--- src/rtl/rid_pkg.sv ---
// Shared constants, command codes and control types for the run-length image row decoder.
package rid_pkg;

	localparam int ROW_WIDTH      = 800;
	localparam int PIXEL_CAPACITY = 960000;

	localparam int POS_W  = $clog2(PIXEL_CAPACITY + 1);
	localparam int COL_W  = $clog2(ROW_WIDTH + 1);
	localparam int SUM_W  = ((POS_W > COL_W) ? POS_W : COL_W) + 1;
	localparam int CSUM_W = ((COL_W > 7) ? COL_W : 7) + 1;
	localparam int CNT_W  = 6;
	localparam int PIX_W  = 20;
	localparam int IN_W   = 8;
	localparam int OUT_W  = 56;

	localparam logic [7:0] CMD_ROW_SKIP = 8'hFF;
	localparam logic [7:0] CMD_SKIP_MIN = 8'h9F;
	localparam logic [7:0] CMD_SKIP_BAS = 8'h9E;
	localparam logic [7:0] CMD_RUN_MIN  = 8'h7F;
	localparam logic [7:0] CMD_RUN_BAS  = 8'h7E;
	localparam logic [7:0] ALPHA_RUN    = 8'hFF;

	localparam logic [1:0] PH_CMD = 2'd0;
	localparam logic [1:0] PH_C0  = 2'd1;
	localparam logic [1:0] PH_C1  = 2'd2;
	localparam logic [1:0] PH_C2  = 2'd3;

	typedef struct packed {
		logic take;
		logic load;
		logic finish;
	} dp_cmd_t;

	typedef struct packed {
		logic color_phase;
		logic more;
		logic slot_free;
	} dp_stat_t;

endpackage

--- src/rtl/rle_image_row_decoder.sv ---
// Sequence: a command or first/second color byte is taken on its own; a third color byte is
// followed by the pixel writes of its run (1 to 32) and a closing step.
// Throughput: one byte per cycle outside runs; a run holds the input until it is done,
// paced by the single output register: one pixel per cycle unless m_tready stalls it.
// Reset: arst_n clears parser state, position, column and output valid at once.
// A byte flagged as final returns the decoder to image start after its writes.
module rle_image_row_decoder import rid_pkg::*; (
	input  logic             clk,
	input  logic             arst_n,
	input  logic             s_tvalid,
	output logic             s_tready,
	input  logic [IN_W-1:0]  s_tdata,  // [7:0] byte_in
	input  logic             s_tlast,  // last_byte
	output logic             m_tvalid,
	input  logic             m_tready,
	output logic [OUT_W-1:0] m_tdata,  // [19:0] pixel_index, [27:20] chan0, [35:28] chan1,
	                                   // [43:36] chan2, [51:44] alpha, [55:52] zero
	output logic             m_tlast   // last_of_run
);

	dp_cmd_t  cmd;
	dp_stat_t st;

	rid_ctrl u_ctrl (
		.clk      (clk),
		.arst_n   (arst_n),
		.in_valid (s_tvalid),
		.in_ready (s_tready),
		.st       (st),
		.cmd      (cmd)
	);

	rid_dp u_dp (
		.clk       (clk),
		.arst_n    (arst_n),
		.in_byte   (s_tdata),
		.in_last   (s_tlast),
		.cmd       (cmd),
		.st        (st),
		.out_ready (m_tready),
		.out_valid (m_tvalid),
		.out_data  (m_tdata),
		.out_last  (m_tlast)
	);

	a_load_needs_slot: assert property (@(posedge clk) disable iff (!arst_n)
		cmd.load |-> (!m_tvalid || m_tready))
		else $error("pixel loaded over an untaken transfer");

	a_run_holds_input: assert property (@(posedge clk) disable iff (!arst_n)
		(s_tvalid && s_tready && st.color_phase) |=> !s_tready)
		else $error("input taken while a run is pending");

	a_index_in_range: assert property (@(posedge clk) disable iff (!arst_n)
		m_tvalid |-> ((POS_W + 1)'(m_tdata[PIX_W-1:0]) < (POS_W + 1)'(PIXEL_CAPACITY)))
		else $error("pixel write beyond frame capacity");

endmodule

--- src/rtl/rid_ctrl.sv ---
// Controller: alternates between taking stream bytes and emitting a pending run of pixels.
module rid_ctrl import rid_pkg::*; (
	input  logic     clk,
	input  logic     arst_n,
	input  logic     in_valid,
	output logic     in_ready,
	input  dp_stat_t st,
	output dp_cmd_t  cmd
);

	localparam logic ST_TAKE = 1'b0;
	localparam logic ST_EMIT = 1'b1;

	logic state_q;
	logic state_d;

	always_comb begin
		state_d    = state_q;
		in_ready   = 1'b0;
		cmd.take   = 1'b0;
		cmd.load   = 1'b0;
		cmd.finish = 1'b0;
		case (state_q)
			ST_TAKE: begin
				in_ready = 1'b1;
				cmd.take = in_valid;
				if (in_valid && st.color_phase) begin
					state_d = ST_EMIT;
				end
			end
			ST_EMIT: begin
				if (st.more) begin
					cmd.load = st.slot_free;
				end else begin
					cmd.finish = 1'b1;
					state_d    = ST_TAKE;
				end
			end
			default: begin
				state_d = ST_TAKE;
			end
		endcase
	end

	always_ff @(posedge clk or negedge arst_n) begin
		if (!arst_n) begin
			state_q <= ST_TAKE;
		end else begin
			state_q <= state_d;
		end
	end

endmodule

--- src/rtl/rid_dp.sv ---
// Datapath: parser state, write position, row column, run counter and output register.
module rid_dp import rid_pkg::*; (
	input  logic             clk,
	input  logic             arst_n,
	input  logic [IN_W-1:0]  in_byte,
	input  logic             in_last,
	input  dp_cmd_t          cmd,
	output dp_stat_t         st,
	input  logic             out_ready,
	output logic             out_valid,
	output logic [OUT_W-1:0] out_data,
	output logic             out_last
);

	logic [1:0]       phase_q;
	logic [CNT_W-1:0] pcount_q;
	logic [7:0]       palpha_q;
	logic [7:0]       color0_q;
	logic [7:0]       color1_q;
	logic [7:0]       color2_q;
	logic [POS_W-1:0] wp_q;
	logic [COL_W-1:0] col_q;
	logic [POS_W-1:0] epos_q;
	logic [CNT_W-1:0] remain_q;
	logic             last_pend_q;

	logic             ovalid_q;
	logic [PIX_W-1:0] opix_q;
	logic [7:0]       oc0_q;
	logic [7:0]       oc1_q;
	logic [7:0]       oc2_q;
	logic [7:0]       oalpha_q;
	logic             olast_q;

	logic [6:0]       skip_n;
	logic [CNT_W-1:0] run_n;

	function automatic logic [POS_W-1:0] sat_pos(input logic [POS_W-1:0] p,
			input logic [SUM_W-1:0] n);
		logic [SUM_W:0] s;
		s = {1'b0, SUM_W'(p)} + {1'b0, n};
		if (s > (SUM_W + 1)'(PIXEL_CAPACITY)) begin
			sat_pos = POS_W'(PIXEL_CAPACITY);
		end else begin
			sat_pos = s[POS_W-1:0];
		end
	endfunction

	function automatic logic [COL_W-1:0] sat_col(input logic [COL_W-1:0] c,
			input logic [6:0] n);
		logic [CSUM_W-1:0] s;
		s = CSUM_W'(c) + CSUM_W'(n);
		if (s > CSUM_W'(ROW_WIDTH)) begin
			sat_col = COL_W'(ROW_WIDTH);
		end else begin
			sat_col = s[COL_W-1:0];
		end
	endfunction

	assign skip_n = 7'(in_byte - CMD_SKIP_BAS);
	assign run_n  = CNT_W'(in_byte - CMD_RUN_BAS);

	assign st.color_phase = (phase_q == PH_C2);
	assign st.more        = (remain_q != '0) && (epos_q < POS_W'(PIXEL_CAPACITY));
	assign st.slot_free   = !ovalid_q || out_ready;

	always_ff @(posedge clk or negedge arst_n) begin
		if (!arst_n) begin
			phase_q     <= PH_CMD;
			pcount_q    <= '0;
			palpha_q    <= '0;
			color0_q    <= '0;
			color1_q    <= '0;
			wp_q        <= '0;
			col_q       <= '0;
			epos_q      <= '0;
			remain_q    <= '0;
			last_pend_q <= 1'b0;
		end else if (cmd.take && in_last && (phase_q != PH_C2)) begin
			// final byte other than a third color byte: drop back to image start
			phase_q  <= PH_CMD;
			pcount_q <= '0;
			palpha_q <= '0;
			color0_q <= '0;
			color1_q <= '0;
			wp_q     <= '0;
			col_q    <= '0;
		end else if (cmd.take) begin
			case (phase_q)
				PH_CMD: begin
					if (in_byte == CMD_ROW_SKIP) begin
						wp_q  <= sat_pos(wp_q, SUM_W'(COL_W'(ROW_WIDTH) - col_q));
						col_q <= '0;
					end else if (in_byte >= CMD_SKIP_MIN) begin
						wp_q  <= sat_pos(wp_q, SUM_W'(skip_n));
						col_q <= sat_col(col_q, skip_n);
					end else if (in_byte >= CMD_RUN_MIN) begin
						pcount_q <= run_n;
						palpha_q <= ALPHA_RUN;
						phase_q  <= PH_C0;
					end else begin
						pcount_q <= CNT_W'(1);
						palpha_q <= {in_byte[6:0], 1'b0};
						phase_q  <= PH_C0;
					end
				end
				PH_C0: begin
					color0_q <= in_byte;
					phase_q  <= PH_C1;
				end
				PH_C1: begin
					color1_q <= in_byte;
					phase_q  <= PH_C2;
				end
				PH_C2: begin
					epos_q      <= wp_q;
					remain_q    <= pcount_q;
					last_pend_q <= in_last;
				end
				default: begin
					phase_q <= PH_CMD;
				end
			endcase
		end else if (cmd.load) begin
			epos_q   <= epos_q + POS_W'(1);
			remain_q <= remain_q - CNT_W'(1);
		end else if (cmd.finish) begin
			if (last_pend_q) begin
				phase_q  <= PH_CMD;
				pcount_q <= '0;
				palpha_q <= '0;
				color0_q <= '0;
				color1_q <= '0;
				wp_q     <= '0;
				col_q    <= '0;
			end else begin
				phase_q <= PH_CMD;
				wp_q    <= epos_q;
				col_q   <= sat_col(col_q, 7'(pcount_q));
			end
			last_pend_q <= 1'b0;
		end
	end

	// third color byte holds for the whole run
	always_ff @(posedge clk) begin
		if (cmd.take && (phase_q == PH_C2)) begin
			color2_q <= in_byte;
		end
	end

	always_ff @(posedge clk or negedge arst_n) begin
		if (!arst_n) begin
			ovalid_q <= 1'b0;
		end else if (cmd.load) begin
			ovalid_q <= 1'b1;
		end else if (out_ready) begin
			ovalid_q <= 1'b0;
		end
	end

	always_ff @(posedge clk) begin
		if (cmd.load) begin
			opix_q   <= PIX_W'(epos_q);
			oc0_q    <= color0_q;
			oc1_q    <= color1_q;
			oc2_q    <= color2_q;
			oalpha_q <= palpha_q;
			olast_q  <= (remain_q == CNT_W'(1)) ||
				(epos_q == POS_W'(PIXEL_CAPACITY - 1));
		end
	end

	assign out_valid = ovalid_q;
	assign out_data  = {4'b0000, oalpha_q, oc2_q, oc1_q, oc0_q, opix_q};
	assign out_last  = olast_q;

endmodule
--- config.mk ---
export PLATFORM = sky130hd
export DESIGN_NAME = rle_image_row_decoder
export DESIGN_NICKNAME = d
export VERILOG_FILES = /design/src/rtl/rid_pkg.sv /design/src/rtl/rle_image_row_decoder.sv /design/src/rtl/rid_ctrl.sv /design/src/rtl/rid_dp.sv
export SDC_FILE = /design/constraint.sdc
export NUM_CORES = 1
export LEC_CHECK = 0
export ABC_AREA = 0
export BUFFER_PORTS_ARGS = -buffer_cell sky130_fd_sc_hd__buf_2
export CAP_MARGIN = 20
export CELL_PAD_IN_SITES_DETAIL_PLACEMENT = 1
export CELL_PAD_IN_SITES_GLOBAL_PLACEMENT = 2
export CORE_ASPECT_RATIO = 1.1
export CORE_MARGIN = 5
export CORE_UTILIZATION = 43
export CTS_BUF_LIST = sky130_fd_sc_hd__clkbuf_4
export DETAILED_ROUTE_END_ITERATION = 10
export PLACE_DENSITY = 0.95
export SYNTH_ARGS = -nofsm -noshare
export SYNTH_HDL_FRONTEND = slang
export SYNTH_SLANG_ARGS = --single-unit
--- constraint.sdc ---
create_clock -name clk -period 12 [get_ports clk]
set_input_delay 1.2 -clock clk [delete_from_list [all_inputs] [get_ports clk]]
set_output_delay 1.2 -clock clk [all_outputs]
set_load 0.005 [all_outputs]
* Word-level counts from Yosys, hierarchy flattened *
Index checks and enable logic that the tools add are counted.
W data, S select, Z words.

operators by class
  $add $sub $neg = 9
  magnitude comparators = 7
  equal/unequal tests = 19
  multiplexer cells = 71
  bitwise logic cells = 2
  reduce and logical (&&, ||, !) cells = 22

operator list
  kind                      number
  $mux W20                  13
  $mux W8                   15
  $mux W10                  10
  $mux W6                   12
  $gt A22 B20 Y1 const B    2
  $add A20 B21 Y22          1
  $gt A11 B10 Y1 const B    2
  $add A20 B7 Y21           1
  $add A20 B1 Y20 const B   1
  $eq A20 B20 Y1 const B    1
  $lt A20 B20 Y1 const B    1
  $reduce_and A4 Y1         4
  $ne A3 B3 Y1 const B      5
  $mux W2                   7
  $mux W1                   12
  $ne A4 B4 Y1 const B      3
  $add A10 B6 Y11           1
  $add A10 B7 Y11           1
  $sub A10 B10 Y11 const A  1
  $eq A8 B8 Y1 const B      1
  $ge A8 B7 Y1 const B      1
  $ge A8 B8 Y1 const B      1
  $sub A7 B5 Y7 const B     1
  $eq A6 B1 Y1 const B      1
  other kinds (21)          32

storage, ports and cells
  register bits after elaboration = 152
  input bits = 13
  output and inout port bits = 59
  word-level logic and storage cells = 149

* Longest topological paths before layout *
Gate-level depths: netlist (run 1).

  depth in word-level cells = 9
  gate-level depth with buffers = 19
  gate-level depth less buffers = 17

* Modules after synthesis *
A second synthesis (run 1) with hierarchy kept.

unflattened totals
  cell total of the unflattened synthesis = 1,076
  area total of the unflattened synthesis = 9,959.6 um2

by module, submodules not included
  module    instances  cells an instance  area an instance (um2)  seq. area each (um2)
  rid_dp    1          1,070              9,902.0                 4,083.9
  rid_ctrl  1          6                  57.6                    25.0

* Worst setup path before layout (run 1) *
No wires, ideal clock.

  path type = register to register
  start = register u_dp.epos_q[14]
  end = register u_dp.epos_q[19]
  library setup time = 78 ps
  arrival = 5,090 ps
  required time = 11,922 ps
  setup slack = 6,832 ps
  cell stages (with the launch flop) = 10
  buffers on the path = 2
  clock period less this slack = 5,168 ps
  cell sequence = dfrtp_1 > or4_1 > a21oi_1 > o311ai_0 > a21oi_1 > nand2b_1 > clkbuf_1 > clkbuf_1 > a21oi_1 > a21oi_1

RTL lines
  item                      line           text
  start: declaration        rid_dp.sv:23   logic [POS_W-1:0] epos_q;
  start signal: assignment  rid_dp.sv:116  epos_q <= wp_q;
  start signal: assignment  rid_dp.sv:125  epos_q <= epos_q + POS_W'(1);

* Worst setup path after layout (run 1) *
  start = register u_dp.col_q[1]
  end = register u_dp.wp_q[13]

on the way
  cells in the longest elaborated chain, start to end = 8

ends and longest elaborated chain
  item                      line           text
  start: declaration        rid_dp.sv:22   logic [COL_W-1:0] col_q;
  start signal: assignment  rid_dp.sv:96   col_q <= sat_col(col_q, skip_n);
  start signal: assignment  rid_dp.sv:139  col_q <= sat_col(col_q, 7'(pcount_q));
  $sub A10 B10 Y11 (*)      rid_dp.sv:92   wp_q <= sat_pos(wp_q, SUM_W'(COL_W'(ROW_WIDTH) - col_q));
  $add A20 B21 Y22 (*)      rid_dp.sv:41   s = {1'b0, SUM_W'(p)} + {1'b0, n};
  $gt A22 B20 Y1            rid_dp.sv:42   if (s > (SUM_W + 1)'(PIXEL_CAPACITY)) begin
  $mux W20 (*)              rid_dp.sv:42
  $mux W20 (*)              rid_dp.sv:91   if (in_byte == CMD_ROW_SKIP) begin
  $mux W20 (*)              rid_dp.sv:89   case (phase_q)
  $mux W20 (*)              rid_dp.sv:88   end else if (cmd.take) begin
  $mux W20 (*)              rid_dp.sv:79   end else if (cmd.take && in_last && (phase_q != PH_C2)) begin
  end signal: assignment    rid_dp.sv:92
  end signal: assignment    rid_dp.sv:95   wp_q <= sat_pos(wp_q, SUM_W'(skip_n));
  end signal: assignment    rid_dp.sv:138  wp_q <= epos_q;
  end: declaration          rid_dp.sv:21   logic [POS_W-1:0] wp_q;

Every way passes the cells marked *; elsewhere a longest branch is shown, timed or not. The select of a mux whose other input is x is not followed.
A chain may end at the register's enable or synchronous reset.

==> results of run 1 <==
## per-layer routing
metal	wire length, um	global-route usage	up-vias	part of all wire
li1	-	-	4153	-
met1	13700	0.329	4475	0.44
met5	0	0	-	0
met2	15200	0.395	296	0.48
met3	1810	0.0257	43	0.058
met4	657	0.0693	0	0.021
## final cells by class
cell class	instances	area [um^2]	share of cell area
flip-flops and latches	152	4110	0.377
multi-input cells	832	5490	0.503
clock buffers	17	128	0.0117
well taps	300	375	0.0344
clock inverters	15	199	0.0182
diodes	1	2.50	0.000229
inverters	50	188	0.0172
repair buffers	78	420	0.0385
## how the worst max path moves through the flow
stage,start,end,slack (ns),depth (start not counted)
global placement,u_dp.col_q[1]$_DFFE_PN0P_,u_dp.wp_q[15]$_DFFE_PN0P_,6.83,16
floorplan,u_dp.epos_q[14]$_DFFE_PN0P_,u_dp.epos_q[19]$_DFFE_PN0P_,6.83,9
CTS,u_dp.col_q[1]$_DFFE_PN0P_,u_dp.wp_q[13]$_DFFE_PN0P_,6.62,17
detailed placement,u_dp.col_q[1]$_DFFE_PN0P_,u_dp.wp_q[13]$_DFFE_PN0P_,6.68,17
global route,u_dp.col_q[1]$_DFFE_PN0P_,u_dp.wp_q[13]$_DFFE_PN0P_,6.22,16
finish,u_dp.col_q[1]$_DFFE_PN0P_,u_dp.wp_q[13]$_DFFE_PN0P_,6.65,17
## worst reg2reg max path, delay by kind of cell, from the launching register on
family,cells,cell delay (ns)
and+or+nand+nor,8,2.58
AOI/OAI and AO/OA,6,1.33
DFF,1,0.51
adders and majority gates,2,0.68
buffers and inverters,1,0.14
## layout by cell type (no fill, tap or decap), drive strengths merged, types with 8 or more instances in the layout
cell    count
a21o       18
nor3       22
nor2b       8
nor2       68
ha         52
a211oi     13
a21oi      97
o31ai      15
o21ai      97
dfrtp      91
edfxtp     61
nor4       10
clkbuf     17
nand3      51
nand2     115
nand4      14
nand2b     10
buf        78
o22ai      12
a31oi      11
o21a       17
a22oi      13
xnor2      30
inv        55
clkinv     10
xor2       20
or3         8
## sequential cells by signal, summed over array words and instances, names as in the netlist, 2 cells and up
name / cells
u_dp.oalpha_q: 8
u_dp.color1_q: 8
u_dp.palpha_q: 8
u_dp.opix_q: 20
u_dp.oc1_q: 8
u_dp.oc0_q: 8
u_dp.epos_q: 20
u_dp.pcount_q: 6
u_dp.phase_q: 2
u_dp.wp_q: 20
u_dp.oc2_q: 8
u_dp.col_q: 10
u_dp.remain_q: 6
u_dp.color0_q: 8
u_dp.color2_q: 8
## cell usage after synthesis (8+ instances only)
library cell / number
o21ai_0: 88
nand2_1: 115
a22oi_1: 13
nor2_1: 67
nand4_1: 14
a211oi_1: 10
edfxtp_1: 61
nand3_1: 51
xnor2_1: 30
nand2b_1: 10
nor4_1: 9
nor2b_1: 8
xor2_1: 20
o22ai_1: 12
clkbuf_1: 40
o31ai_1: 14
nor3_1: 22
ha_1: 52
o21a_1: 17
a21oi_1: 92
dfrtp_1: 91
a31oi_1: 11
a21o_1: 18
inv_1: 50
## cell families (layout without fill, tap and decap cells)
family | Yosys count | after routing | synth area share
XOR/XNOR | 50 | 50 | 0.0438
other | 1 | 5 | 0.000375
AO/OA/AOI/OAI | 378 | 378 | 0.261
buffers and inverters | 102 | 160 | 0.0427
AND/OR/NAND/NOR | 341 | 341 | 0.165
adder cells (fa/ha/maj) | 56 | 56 | 0.0731
flip-flops | 152 | 152 | 0.411
multiplexers | 3 | 3 | 0.00313
## power groups by stage
stage / combinational [mW] / sequential, mW / clock (mW)
after floorplan: 0.910 / 0.738 / 0
after detailed placement: 1.13 / 0.832 / 0
after global placement: 1.10 / 0.826 / 0
final: 1.14 / 0.828 / 0.347
after CTS: 1.14 / 0.820 / 0.348
after global routing: 1.27 / 0.840 / 0.375
## stage by stage
stage / area [um^2] / instances
5_1_grt: 10900 / 1445
4_1_cts: 10900 / 1444
6_report: 10900 / 1445
3_3_place_gp: 10600 / 1412
2_1_floorplan: 10000 / 1086
3_5_place_dp: 10600 / 1412
==> impl_metrics.json, run 1 <==
{
  "outcome": "complete, no violations",
  "yosysWarnings": 0,
  "comb_power_share": 0.492,
  "grt_setup_unrepaired": "false",
  "nets": 1200,
  "leakagePower_nw": 4.51,
  "drc": 0,
  "synthTopCellsByArea": "dfrtp_1 23%, edfxtp_1 18%, ha_1 6.5%, a21oi_1 4.6%, o21ai_0 4.4%",
  "h-tree-depth": 4,
  "die-area_um2": 26400,
  "min_path_type": "reg -> reg",
  "synth-main-ff-cell": "dfrtp_1",
  "timing.fmax_ghz": 0.187,
  "tns_ns": 0,
  "start_util": 0.437,
  "min_delay_path_depth": 0,
  "worst_hold_slack_ns": 0.439,
  "fin_crit_sh": 0.446,
  "r2r_slack_ns": 6.65,
  "ys_ff_latch": 152,
  "synthCells": 1083,
  "r2r-start": "u_dp.col_q[1]$_DFFE_PN0P_",
  "cts.sinks": 152,
  "first_pass_iters": 7,
  "io_buffers": 67,
  "hpwl_um": 23500,
  "period_minus_slack_ns": 5.35,
  "cp-start-kind": "flop",
  "cp_max_fo": 17,
  "antenna_found_initial": 1,
  "die_h_um": 170,
  "routed_via_density": 6.21,
  "crit_chain": "inv_1 -> ha_1 -> nand2_1 -> o21ai_0 -> and2_1 -> nor2_1 -> ha_1 -> a21oi_1 -> o21ai_2 -> or4_1 -> nand4_1 -> a211oi_1 -> or3_1 -> o32a_1 -> nand4b_2 -> nand3_1 -> a221o_1",
  "p_int_mw": 1.20,
  "n_fill_cell": 2672,
  "syn_area_um2": 10000,
  "path_buf_inv": 1,
  "cpPeakStageDelay_ns": 0.81,
  "synth.top_cell.area_share": 0.228,
  "path_clk_slew_ns": 0.17,
  "postCtsSetupBuffers": 0,
  "end_kind": "flop",
  "gp_congestion": 0.934,
  "async_flop_share": 0.599,
  "cts_resized": 0,
  "grt_pass1_vias": 9193,
  "path_delay_family": "simple AND/OR/NAND/NOR gates",
  "via_count": 8967,
  "rows": 58,
  "p_sw_frac": 0.481,
  "gr-total-overflow": 0,
  "drt-total-wl_um": 31300,
  "seqPwrFrac": 0.358,
  "grt_pass1_wl_um": 50500,
  "ant_nets": 0,
  "final_util": 0.477,
  "yosysTopAreaCell": "dfrtp_1",
  "maxCapViolations": 0,
  "setup_ws_ns": 6.65,
  "relSlewSlack": 0.279,
  "worst_pin_slew_ns": 1.07,
  "total_power_mw": 2.31,
  "grt_usage": 0.238,
  "arrival_ns": 5.84,
  "synth_cell_types": 94,
  "power_switching_mw": 1.11,
  "cts_tree": "built",
  "hold_start": "u_dp.color2_q[2]$_DFFE_PP_",
  "place_ws_ns": 6.68,
  "grt_max_degree": 65,
  "wire_per_inst_um": 21.7,
  "cts_made_buffers": 17,
  "syn_to_final_growth_pct": 9.15,
  "reg2regPathDepth": 17,
  "synth-edff-count": 61,
  "drv_slew": 0,
  "hold_end": "u_dp.oc2_q[2]$_DFFE_PP_",
  "dr.first_iter.drc_count": 820,
  "seq_area_frac_synth": 0.411,
  "io_pins": 72,
  "timing.rr.end": "u_dp.wp_q[13]$_DFFE_PN0P_",
  "die_x_um": 155,
  "power_density_nw_per_um2": 212,
  "critPathKind": "reg -> reg",
  "drive_gt1_frac": 0.129,
  "core_um2": 22900,
  "power_frac_clock": 0.150,
  "cp_slowest_cell": "nor2_1",
  "cts_root_buf": "clkbuf_4",
  "cts_buffer_depth": 2,
  "clock-skew-final_ns": 0.0309,
  "crit_required_ns": 12.48,
  "vdd_ir_drop_max_uv": 78.4,
  "holdBufCountCts": 0,
  "clock_latency_ns": 0.59,
  "path_common_cell": "ha_1",
  "synth_area_per_cell_um2": 9.23,
  "hold_viol": 0,
  "finalSetupViolations": 0
}
Note: power is estimated with default switching activity, not from simulation.
==> run 2, diff against run 1 <==
Settings changed: ABC_AREA 0 to 1, CORE_UTILIZATION 43 to 36, PLACE_DENSITY 0.95 to 0.94.
Clock period 12 ns to 5 ns, I/O delays scaled along.
==> run 2 against run 1 <==
Final area increased by 7.2%. Utilization decreased by 8.2 points. Non-clock buffer count decreased by 1. Sequential power increased to 2.7 times the previous value. Die area increased by 27%.
==> impl_metrics.json, run 2 <==
{
  "outcome": "complete, no violations",
  "power_switching_mw": 3.76,
  "syn_to_final_growth_pct": 8.62,
  "synthTopCellsByArea": "dfrtp_1 21%, nand2_1 19%, edfxtp_1 17%, inv_1 6.9%, ha_1 6.0%",
  "p_sw_frac": 0.525,
  "post-synth-top-count-cell": "nand2_1",
  "layout_common_cells": "557 x nand2_1, 198 x inv_1, 107 x nor2_1, 98 x nand3_1, 91 x dfrtp_1",
  "min_path_type": "in -> reg",
  "grt_pass1_wl_um": 53500,
  "top_regs": "u_dp.epos_q (20), u_dp.opix_q (20), u_dp.wp_q (20)",
  "yosys-top-cells-count": "558 x nand2_1, 198 x inv_1, 110 x nor2_1",
  "grt_max_degree": 53,
  "final_common_cell": "nand2_1",
  "cp-start-kind": "flop",
  "synth_area_per_cell_um2": 7.12,
  "worst_pin_slew_ns": 1.09,
  "synthCells": 1513,
  "leakagePower_nw": 5.98,
  "die-area_um2": 33500,
  "critPathLaunch": "u_dp.col_q[1]$_DFFE_PN0P_",
  "critPathKind": "reg -> reg",
  "clock-skew-final_ns": 0.0227,
  "path_buf_inv": 2,
  "r2r-start": "u_dp.col_q[1]$_DFFE_PN0P_",
  "seqPwrFrac": 0.317,
  "yosysTopAreaCell": "dfrtp_1",
  "path_clk_slew_ns": 0.16,
  "grt_usage": 0.199,
  "p_int_mw": 3.40,
  "wire_per_inst_um": 16.9,
  "finalSetupViolations": 0,
  "power_density_nw_per_um2": 612,
  "arrival_ns": 4.90,
  "routed_via_density": 5.04,
  "synth.top_cell.area_share": 0.211,
  "synth_cell_types": 50,
  "via_count": 9860,
  "start_util": 0.364,
  "end_kind": "flop",
  "relSlewSlack": 0.271,
  "drt-total-wl_um": 33000,
  "cp_slowest_cell": "nor2_2",
  "cts_root_buf": "clkbuf_4",
  "fin_crit_sh": 0.881,
  "cpPeakStageDelay_ns": 0.53,
  "yosysWarnings": 0,
  "final_cells": 1956,
  "die_h_um": 191,
  "die_x_um": 175,
  "hpwl_um": 26000,
  "path_delay_family": "simple AND/OR/NAND/NOR gates",
  "cp_max_fo": 20,
  "vdd_ir_drop_max_uv": 166,
  "power_frac_clock": 0.119,
  "antenna_found_initial": 1,
  "crit_required_ns": 5.50,
  "io_buffers": 67,
  "place_ws_ns": 0.144,
  "synth-main-ff-cell": "dfrtp_1",
  "hold_viol": 0,
  "syn_area_um2": 10800,
  "drc": 0,
  "gr-total-overflow": 0,
  "grt_pass1_vias": 10115,
  "comb_power_share": 0.564,
  "seq_area_frac_synth": 0.382,
  "io_pins": 72,
  "dr.first_iter.drc_count": 705,
  "first_pass_iters": 5,
  "cts_buffer_depth": 2,
  "drive_gt1_frac": 0.0904,
  "async_flop_share": 0.599,
  "cts_made_buffers": 17,
  "ant_nets": 0,
  "setup_ws_ns": 0.596,
  "core_um2": 29600,
  "tns_ns": 0,
  "ys_ff_latch": 152,
  "hold_start": "m_tready",
  "cts_tree": "built",
  "timing.fmax_ghz": 0.227,
  "nets": 1637,
  "cts.sinks": 152,
  "period_minus_slack_ns": 4.40,
  "gp_congestion": 0.909,
  "grt_setup_unrepaired": "false",
  "synth-edff-count": 61,
  "maxCapViolations": 0,
  "place_inst": 1922,
  "clock_latency_ns": 0.59,
  "rows": 66,
  "path_common_cell": "nand2_1",
  "drv_slew": 0,
  "h-tree-depth": 4
}
## run 2: cell count changes in the layout (fill, tap and decap cells not counted), sizes merged, moves of 15 or more
| cell | previous run | this run |
|---|---|---|
| a21o | 18 | 0 |
| xnor2 | 30 | 6 |
| o21ai | 97 | 71 |
| o211ai | 5 | 23 |
| xor2 | 20 | 38 |
| nand2 | 115 | 564 |
| inv | 55 | 213 |
| a21oi | 97 | 49 |
| nor2 | 68 | 116 |
| o31ai | 15 | 0 |
| o21a | 17 | 0 |
| nand3 | 51 | 101 |
## run 2: cell type report
class	count	area [um^2]
Fill cell	3783	17900
Multi-Input combinational cell	1115	5610
Sequential cell	152	4110
Inverter	205	769
Tap cell	374	468
Timing Repair Buffer	77	415
Clock inverter	15	196
Clock buffer	17	128
Antenna cell	1	2.50
## run 2: path summary, 6_finish.rpt
| path | cells past startpoint | slack, ns | endpoint |
|---|---|---|---|
| min in group asynchronous | 2 | 0.43 | u_dp.wp_q[19]$_DFFE_PN0P_ |
| setup reg to reg | 25 | 0.60 | u_dp.wp_q[1]$_DFFE_PN0P_ |
| hold / removal | 2 | 0.1 | u_dp.out_valid$_DFFE_PN0P_ |
| hold reg to reg | 0 | 0.44 | u_dp.oc2_q[1]$_DFFE_PP_ |
| max in group asynchronous | 3 | 3.40 | u_dp.wp_q[6]$_DFFE_PN0P_ |
| setup / recovery | 25 | 0.60 | u_dp.wp_q[1]$_DFFE_PN0P_ |
## run 2: metrics by stage
stage | instance area [um^2] | total power, mW | hold slack [ns] | util
floorplan | 10800 | 5.10 | 0.204 | -
global placement | 11400 | 6.16 | 0.402 | 0.384
detailed placement | 11400 | 6.32 | 0.405 | 0.384
CTS | 11700 | 7.19 | 0.0522 | 0.395
global route | 11700 | 7.87 | 0.0606 | 0.396
finish | 11700 | 7.16 | 0.0997 | 0.396
## run 2: cells by family (layout without fill, tap and decap cells)
kind of cell             Yosys count  count (layout)  share of synthesized area
AO/OA/AOI/OAI                    163             163                     0.0857
XOR/XNOR                          44              44                     0.0358
adder cells (fa/ha/maj)           56              56                     0.0679
buffers and inverters            249             314                      0.100
flip-flops                       152             152                      0.382
other                              1               5                   0.000348
AND/OR/NAND/NOR                  848             848                      0.329
## run 2: power by group through the flow
stage	Combinational, mW	Clock, mW	Sequential (mW)
5_1_grt	4.61	0.923	2.34
3_5_place_dp	4.02	0	2.30
6_report	4.04	0.851	2.27
2_1_floorplan	2.97	0	2.13
4_1_cts	4.05	0.873	2.27
3_3_place_gp	3.90	0	2.27
## run 2: what timing repair did
item	4_1_cts	5_1_grt
hold buffers	1	0
buffers inserted	0	0
gates resized for setup	0	2
hold endpoints to repair	39	0
endpoints found under the setup margin	0	20
## run 2: metal layers
| metal | share of wire | vias to the layer above | global-route usage | wire length (um) |
|---|---|---|---|---|
| met2 | 0.48 | 137 | 0.343 | 15800 |
| met1 | 0.48 | 4744 | 0.269 | 15800 |
| li1 | - | 4949 | - | - |
| met5 | 0 | - | 0 | 0 |
| met4 | 0.015 | 0 | 0.0468 | 481 |
| met3 | 0.027 | 30 | 0.0216 | 893 |
==> run 3, diff against run 2 <==
Clock period 5 ns to 4.29 ns, I/O delays scaled along.
==> run 3 against run 2 <==
Critical path depth down 2. Sequential share of layout area decreased by 0.32 points. Clock power is 13% higher. Largest cell class unchanged. Largest power group unchanged.
==> impl_metrics.json, run 3 (same netlist as run 2, synthesis figures left out) <==
{
  "outcome": "complete, no violations",
  "r2r_slack_ns": 0.51,
  "vdd_ir_drop_max_uv": 207,
  "seq_area_um2": 4110,
  "setup_ws_ns": 0.492,
  "io_buffers": 67,
  "multi_input_area_um2": 5620,
  "rows": 66,
  "hold_viol": 0,
  "dr.first_iter.drc_count": 641,
  "critPathKind": "in -> reg",
  "via_count": 10018,
  "grt_pass1_wl_um": 54000,
  "gr-total-overflow": 0,
  "fin_crit_sh": 0.885,
  "cp-start-kind": "input port",
  "routed_via_density": 5.09,
  "n_fill_cell": 3818,
  "total_power_mw": 8.36,
  "die-area_um2": 33500,
  "crit_required_ns": 4.81,
  "clock-skew-final_ns": 0.0288,
  "top_regs": "u_dp.epos_q (20), u_dp.opix_q (20), u_dp.wp_q (20)",
  "io_pins": 72,
  "finalSetupViolations": 0,
  "die_h_um": 191,
  "wire_per_inst_um": 16.8,
  "drt-total-wl_um": 33000,
  "cts_root_buf": "clkbuf_4",
  "grt_pass1_vias": 10641,
  "place_ws_ns": -0.0621,
  "start_util": 0.364,
  "drive_gt1_frac": 0.0985,
  "nets": 1650,
  "end_kind": "flop",
  "core_um2": 29600,
  "cts_tree": "built",
  "first_pass_iters": 5,
  "syn_to_final_growth_pct": 9.61,
  "antenna_found_initial": 1,
  "period_minus_slack_ns": 3.80,
  "drv_slew": 0,
  "maxCapViolations": 0,
  "h-tree-depth": 4,
  "path_clk_slew_ns": 0.15,
  "min_path_type": "in -> reg",
  "arrival_ns": 4.31,
  "relSlewSlack": 0.370,
  "die_x_um": 175,
  "cts.sinks": 152,
  "hpwl_um": 25900,
  "timing.fmax_ghz": 0.263,
  "clock_latency_ns": 0.61,
  "worst_pin_slew_ns": 0.945,
  "cts_buffer_depth": 2,
  "cp_max_fo": 20,
  "layout_common_cells": "558 x nand2_1, 198 x inv_1, 106 x nor2_1, 98 x nand3_1, 91 x dfrtp_1",
  "grt_usage": 0.199,
  "drc": 0,
  "ant_nets": 0,
  "leakagePower_nw": 6.05,
  "gp_congestion": 0.848,
  "grt_setup_unrepaired": "false",
  "power_density_nw_per_um2": 708,
  "cts_made_buffers": 17,
  "final_common_cell": "nand2_1",
  "grt_max_degree": 67
}
-- run 3: cell type report --
class,instances,area share
multi-input cells,1115,0.476
flip-flops and latches,152,0.348
inverters,205,0.0652
repair buffers,90,0.0450
well taps,374,0.0396
clock inverters,15,0.0145
clock buffers,17,0.0108
diodes,1,0.000212
-- run 3: layer usage --
layer,vias to the layer above,track usage,share of wire
li1,4979,-,-
met5,-,0,0
met2,147,0.351,0.49
met3,32,0.0237,0.031
met1,4860,0.258,0.46
met4,0,0.0571,0.020
-- run 3: final timing paths --
kind	cells past startpoint	endpoint	startpoint
max in group asynchronous	3	u_dp.pcount_q[5]$_DFFE_PN0P_	arst_n
max reg2reg	27	u_dp.wp_q[7]$_DFFE_PN0P_	u_dp.col_q[1]$_DFFE_PN0P_
min reg2reg	0	u_dp.oc2_q[0]$_DFFE_PP_	u_dp.color2_q[0]$_DFFE_PP_
min in group asynchronous	2	u_dp.color1_q[4]$_DFFE_PN0P_	arst_n
min	2	u_dp.out_valid$_DFFE_PN0P_	m_tready
max	23	u_dp.wp_q[2]$_DFFE_PN0P_	s_tdata[4]
-- run 3: report_power, final --
group | leakage (nW) | internal (mW) | switching (mW)
Clock | 0.164 | 0.322 | 0.639
Combinational | 4.15 | 1.58 | 3.19
Sequential | 1.73 | 2.11 | 0.524
-- run 3: repair_timing --
item	in CTS	in global routing
pin swaps	0	2
hold buffers	2	0
gates resized for setup	1	6
endpoints found under the hold margin	66	0
endpoints found under the setup margin	20	20
setup buffers	0	2
-- run 3: worst max-delay path, stage by stage --
cell,delay (ns)
dlygate4sd3_1,0.53
buf_2,0.14
inv_1,0.11
nor2_1,0.08
nor2_1,0.17
xor2_1,0.50
ha_1,0.39
nand2_1,0.15
nor2_2,0.07
nand3_1,0.14
nand3_2,0.17
nand3b_1,0.18
nand3_1,0.12
a21oi_1,0.18
nand3_1,0.09
nand2_1,0.09
nand2_2,0.27
nand2_1,0.18
nand2_1,0.07
nand2_1,0.09
nand2_1,0.05
nand2_1,0.05
nand2_1,0.06
-- run 3: stage by stage --
step	hold slack, ns	instance area, um^2	cells	utilization	setup TNS [ns]
after floorplan	0.133	10800	1516	-	0
after global placement	0.401	11400	1932	0.387	0
after detailed placement	0.408	11400	1932	0.387	-0.499
after CTS	0.00377	11800	1966	0.398	0
after global routing	0.000767	11800	1969	0.399	0
final	0.0284	11800	1969	0.399	0
